$ cat src/design/rng_ram.sv
// Generic single-write, single-read RAM with registered read data.
`timescale 1ns / 1ps
`default_nettype none
module rng_ram #(
   parameter int WIDTH = 48,
   parameter int DEPTH = 64
) (
   input  wire logic                     clock,
   input  wire logic                     wr_en,
   input  wire logic [$clog2(DEPTH)-1:0] wr_addr,
   input  wire logic [WIDTH-1:0]         wr_data,
   input  wire logic [$clog2(DEPTH)-1:0] rd_addr,
   output logic      [WIDTH-1:0]         rd_data
);

   logic [WIDTH-1:0] mem_ff [DEPTH];
   logic [WIDTH-1:0] rd_data_ff;

   always_ff @(posedge clock) begin
      if (wr_en) begin
         mem_ff[wr_addr] <= wr_data;
      end
      rd_data_ff <= mem_ff[rd_addr];
   end

   assign rd_data = rd_data_ff;

endmodule
`default_nettype wire

$ cat config.mk
export PLATFORM = sky130hd
export DESIGN_NAME = rng_ram
export DESIGN_NICKNAME = d
export VERILOG_FILES = /design/src/design/rng_ram.sv
export SDC_FILE = /design/constraint.sdc
export NUM_CORES = 2
export LEC_CHECK = 0
export BUFFER_PORTS_ARGS = -buffer_cell sky130_fd_sc_hd__buf_4
export CORE_AREA = 2 2 435 437
export DETAILED_ROUTE_END_ITERATION = 10
export DIE_AREA = 0 0 437 439
export PLACE_DENSITY = 0.79
export SYNTH_ARGS = -nofsm -noshare
export SYNTH_HDL_FRONTEND = slang
export SYNTH_SLANG_ARGS = --single-unit
$ cat constraint.sdc
create_clock -name clock -period 8.21 [get_ports clock]
set_input_delay 2.463 -clock clock [delete_from_list [all_inputs] [get_ports clock]]
set_output_delay 2.463 -clock clock [all_outputs]
set_load 0.01 [all_outputs]
# Word-level counts from Yosys, hierarchy flattened
# Memories as Yosys holds them, arrays and structs flattened. A register that Yosys moved wholly into a read port is not among the register bits.
# Index checks and enable logic that the tools add are counted.
# word_totals
ff_bits	0
ramBits	3072
input_bits	62
out_inout_bits	48
wordCells	3
mem_count	1
# classes
mux	2
# mem_list
name	words	word_bits	read_ports	rd_ports_with_merged_regs	write_ports	line_no	source
mem_ff	64	48	1	1	1	16	logic [WIDTH-1:0] mem_ff [DEPTH];
# ops
op	n
two-way mux 1 bit	2

# Longest topological paths before layout
# logic_depth
ltp_word	2
mapped_depth	9
ltp_nobuf	5

# Worst setup path after synthesis
# No wires, ideal clock.
# synth_timing
path_type	input to register
start	in wr_addr[3]
end	mem mem_ff[48][0], enable pin
setup_time_ns	0.513
arrival_time_ns	6.235
required_time_ns	7.697
slack_ns	1.462
cell_stages	4
n_path_buf	1
path_cell_list	clkbuf_1 nor2b_1 nand4b_1 nor3_1
# synth_lines
item	line_no	source
start, declared	10	input wire logic [$clog2(DEPTH)-1:0] wr_addr,
end, declared	16	
# Straight into the memory's write port.

# Final worst setup path
# layout_timing
start	in wr_en
end	mem mem_ff[32][38], enable pin
# layout_via
elab_chain_len	2
# layout_lines
item	line_no	source
start, declared	9	input wire logic wr_en,
two-way mux 1 bit	20	if (wr_en) begin
two-way mux 1 bit (implied by the code)	21	mem_ff[wr_addr] <= wr_data;
# Every way passes these cells.

==> flow_summary_export.csv <==
group,metric,value,unit
worst_setup_path,reg2reg_to,"rd_data[1]",
routing,vias,60200,
global_routing,antenna_found_initial,19,
global_routing,grt_pass1_vias,61500,
synthesis,synth_cell_types,36,
sta,setup_slack,3.44,ns
cts,h-tree-depth,5,
hold_path,min_to,"rd_data[20]",
routing,post-route-drc-count,0,
cts,root_buffer,"clkbuf_16",
floorplanning,ios,110,
worst_setup_path,criticalPathCategory,"input port to flop",
worst_setup_path,worst_setup_path_end_kind,"flop",
synthesis,synth_nets,5032,
hold_path,hp-class,"flop to flop",
sta,fmaxAchievable,0.210,GHz
run,cap_violations,0,
sta,rsz0062_at_grt,"no",
sta,tightest_slew,1.42,ns
synthesis,syn_inst,4970,
cts,cts_made_buffers,309,
worst_setup_path,start_kind,"input port",
floorplanning,die_h,439,um
final_layout,drive_gt1_frac,0.279,
routing,wl_per_cell,42.1,um
global_routing,grt_max_degree,105,
placement,dp.cells,7452,
sta,clock_skew,0.0650,ns
outcome,status,"complete, no violations",
final_layout,finalNetCount,5330,
synthesis,yosys_most_used_dff,"edfxtp_1",
final_layout,finish.utilization,0.702,
cts,clock_latency,0.94,ns
worst_setup_path,cp.arrival,5.28,ns
synthesis,yosys_warnings,0,
synthesis,yosys.area.top_type,"edfxtp_1",
routing,first_iter_violations,10600,
global_routing,grt_usage,0.355,
placement,gp_congestion,0.839,
floorplanning,dieArea,192000,um2
sta,slew_headroom,0.0483,
synthesis,synth_area_leaders,"edfxtp_1 79%, mux4_2 14%, dfxtp_1 0.82%",
power,power.density,253,nW/um2
floorplanning,die_width,437,um
synthesis,avgSynthCellArea,23.6,um2
sta,finalSetupViolCount,0,
sta,hold_viol,0,
floorplanning,coreArea,187000,um2
power,peakVddDrop,0.000239,V
placement,pre_cts_slack,2.64,ns
cts,cts_tree,"yes",
sta,fin_crit,4.77,ns
routing,detail_route.first_pass.iterations,9,
placement,dp_hpwl,166000,um
global_routing,grt_remaining_overflow,0,
floorplanning,rows,159,
worst_setup_path,regToRegSetupSlack,6.08,ns
power,p_leak,0.0409,uW
routing,vias_per_cell,7.52,
hold_path,min_path_cells,4,
cts,hold_buffers,0,
sta,fin_crit_sh,0.581,
worst_setup_path,cp_max_fo,31,
synthesis,ys_ff_latch,3120,
routing,wirelength,337000,um
final_layout,fin_cells,8001,
cts,cts_resized,0,
synthesis,yosysTopAreaCellShare,0.788,
worst_setup_path,reg2reg_depth,5,
sta,fin_tns_setup,0,ns
cts,cts.sinks,3120,
final_layout,n_fill_cell,10100,
final_layout,synthToLayoutAreaGrowth,12.2,%
synthesis,ys_seq_area_frac,0.796,
floorplanning,initial_core_util,0.626,
routing,final_antenna_net_count,0,
hold_path,hp-start,"mem_ff[58][20]",
cts,clk_pin_slew,0.07,ns
worst_setup_path,cp.required,8.72,ns
global_routing,grt_pass1_wl,469000,um
cts,clockBufferDepth,4,
sta,final_max_slew_viol_count,0,
synthesis,async_flop_share,0,
cts,cts_setup_buffers,0,
placement,io_buffers,109,
synthesis,synth_area,117000,um2
worst_setup_path,r2r-start,"mem_ff[47][1]",
synthesis,synth_edf_count,3072,
## worst max path at each step
stage | startpoint | endpoint | slack [ns] | cells past startpoint
floorplan | wr_addr[3] | mem_ff[48][0] | 1.46 | 4
global placement | wr_addr[2] | mem_ff[33][40] | 2.72 | 5
detailed placement | wr_addr[2] | mem_ff[33][20] | 2.64 | 5
CTS | wr_addr[2] | mem_ff[33][32] | 3.58 | 5
global route | wr_en | mem_ff[32][38] | 3.50 | 5
finish | wr_en | mem_ff[32][38] | 3.44 | 5
## cell type report
cell class | instances | area (um2) | area share
antenna | 11 | 27.5 | 0.000210
clock buffer | 401 | 8410 | 0.0640
clock inverter | 137 | 1310 | 0.00994
multi-input combinational | 1568 | 22900 | 0.175
sequential | 3120 | 93200 | 0.710
tap | 2495 | 3120 | 0.0238
timing repair buffer | 269 | 2330 | 0.0178
## sequential cells by signal, summed over array words and instances (netlist names)
| name | cells |
|---|---|
| mem_ff | 3072 |
| rd_data | 48 |
## kinds of logic after synthesis
logic type,after synthesis,synth area share
flip-flops,3120,0.796
multiplexers,829,0.152
buffers and inverters,282,0.0128
AO/OA/AOI/OAI,486,0.0302
AND/OR/NAND/NOR,253,0.00957
## routing by layer
metal / part of all wire / routed length, um / vias to the layer above / track usage
met3: 0.14 / 47600 / 1253 / 0.0978
met2: 0.48 / 162000 / 5863 / 0.557
li1: - / - / 22100 / -
met4: 0.070 / 23500 / 20 / 0.211
met5: 0.00039 / 131 / - / 0
met1: 0.31 / 104000 / 31000 / 0.450
## critical path, stage by stage
cell and delay (ns):
buf_4 0.12, nor2b_1 0.28, nand2_1 0.52, nor2_4 1.09, buf_4 0.70
## placed cells by master, fill, tap and decap left out, drive strengths merged, types with 10 or more instances in the layout
| cell | count |
|---|---|
| a22o | 57 |
| o22ai | 122 |
| nand2b | 10 |
| a311oi | 11 |
| nand2 | 55 |
| mux2 | 12 |
| clkbuf | 401 |
| nor2 | 132 |
| a221oi | 83 |
| bufinv | 25 |
| mux2i | 63 |
| buf | 269 |
| a21oi | 74 |
| a22oi | 72 |
| mux4 | 754 |
| nor2b | 24 |
| dfxtp | 48 |
| clkinv | 98 |
| o221ai | 28 |
| diode | 11 |
| a211oi | 32 |
| edfxtp | 3072 |
## cell usage after synthesis, types with 12 or more instances
library cell and number:
a22oi_1 72, a211oi_1 32, buf_1 12, a21oi_1 74, mux4_2 754, mux2i_1 63, nand2_1 55, o221ai_1 28
buf_4 62, nor2_1 132, a22o_1 57, nor2b_1 24, a221oi_1 83, clkbuf_1 98, o22ai_1 122, dfxtp_1 48
buf_2 98, mux2_2 12, edfxtp_1 3072
## stage by stage
step	hold WS (ns)	instance area [um2]	power, uW
after detailed placement	0.794	122000	19600
final	0.812	131000	33200
after floorplan	0.710	117000	18900
after global routing	0.866	131000	33800
after global placement	0.777	122000	19500
after CTS	0.806	131000	33200
## report_power, final
group          total (uW)  leakage, uW  internal [uW]  switching (uW)
Sequential          17700       0.0280          17600            92.2
Combinational        1580      0.00808            570            1010
Clock               13900      0.00474           7990            5920
Total               33200       0.0409          26200            7020
Note: power is estimated with default switching activity, not from simulation.
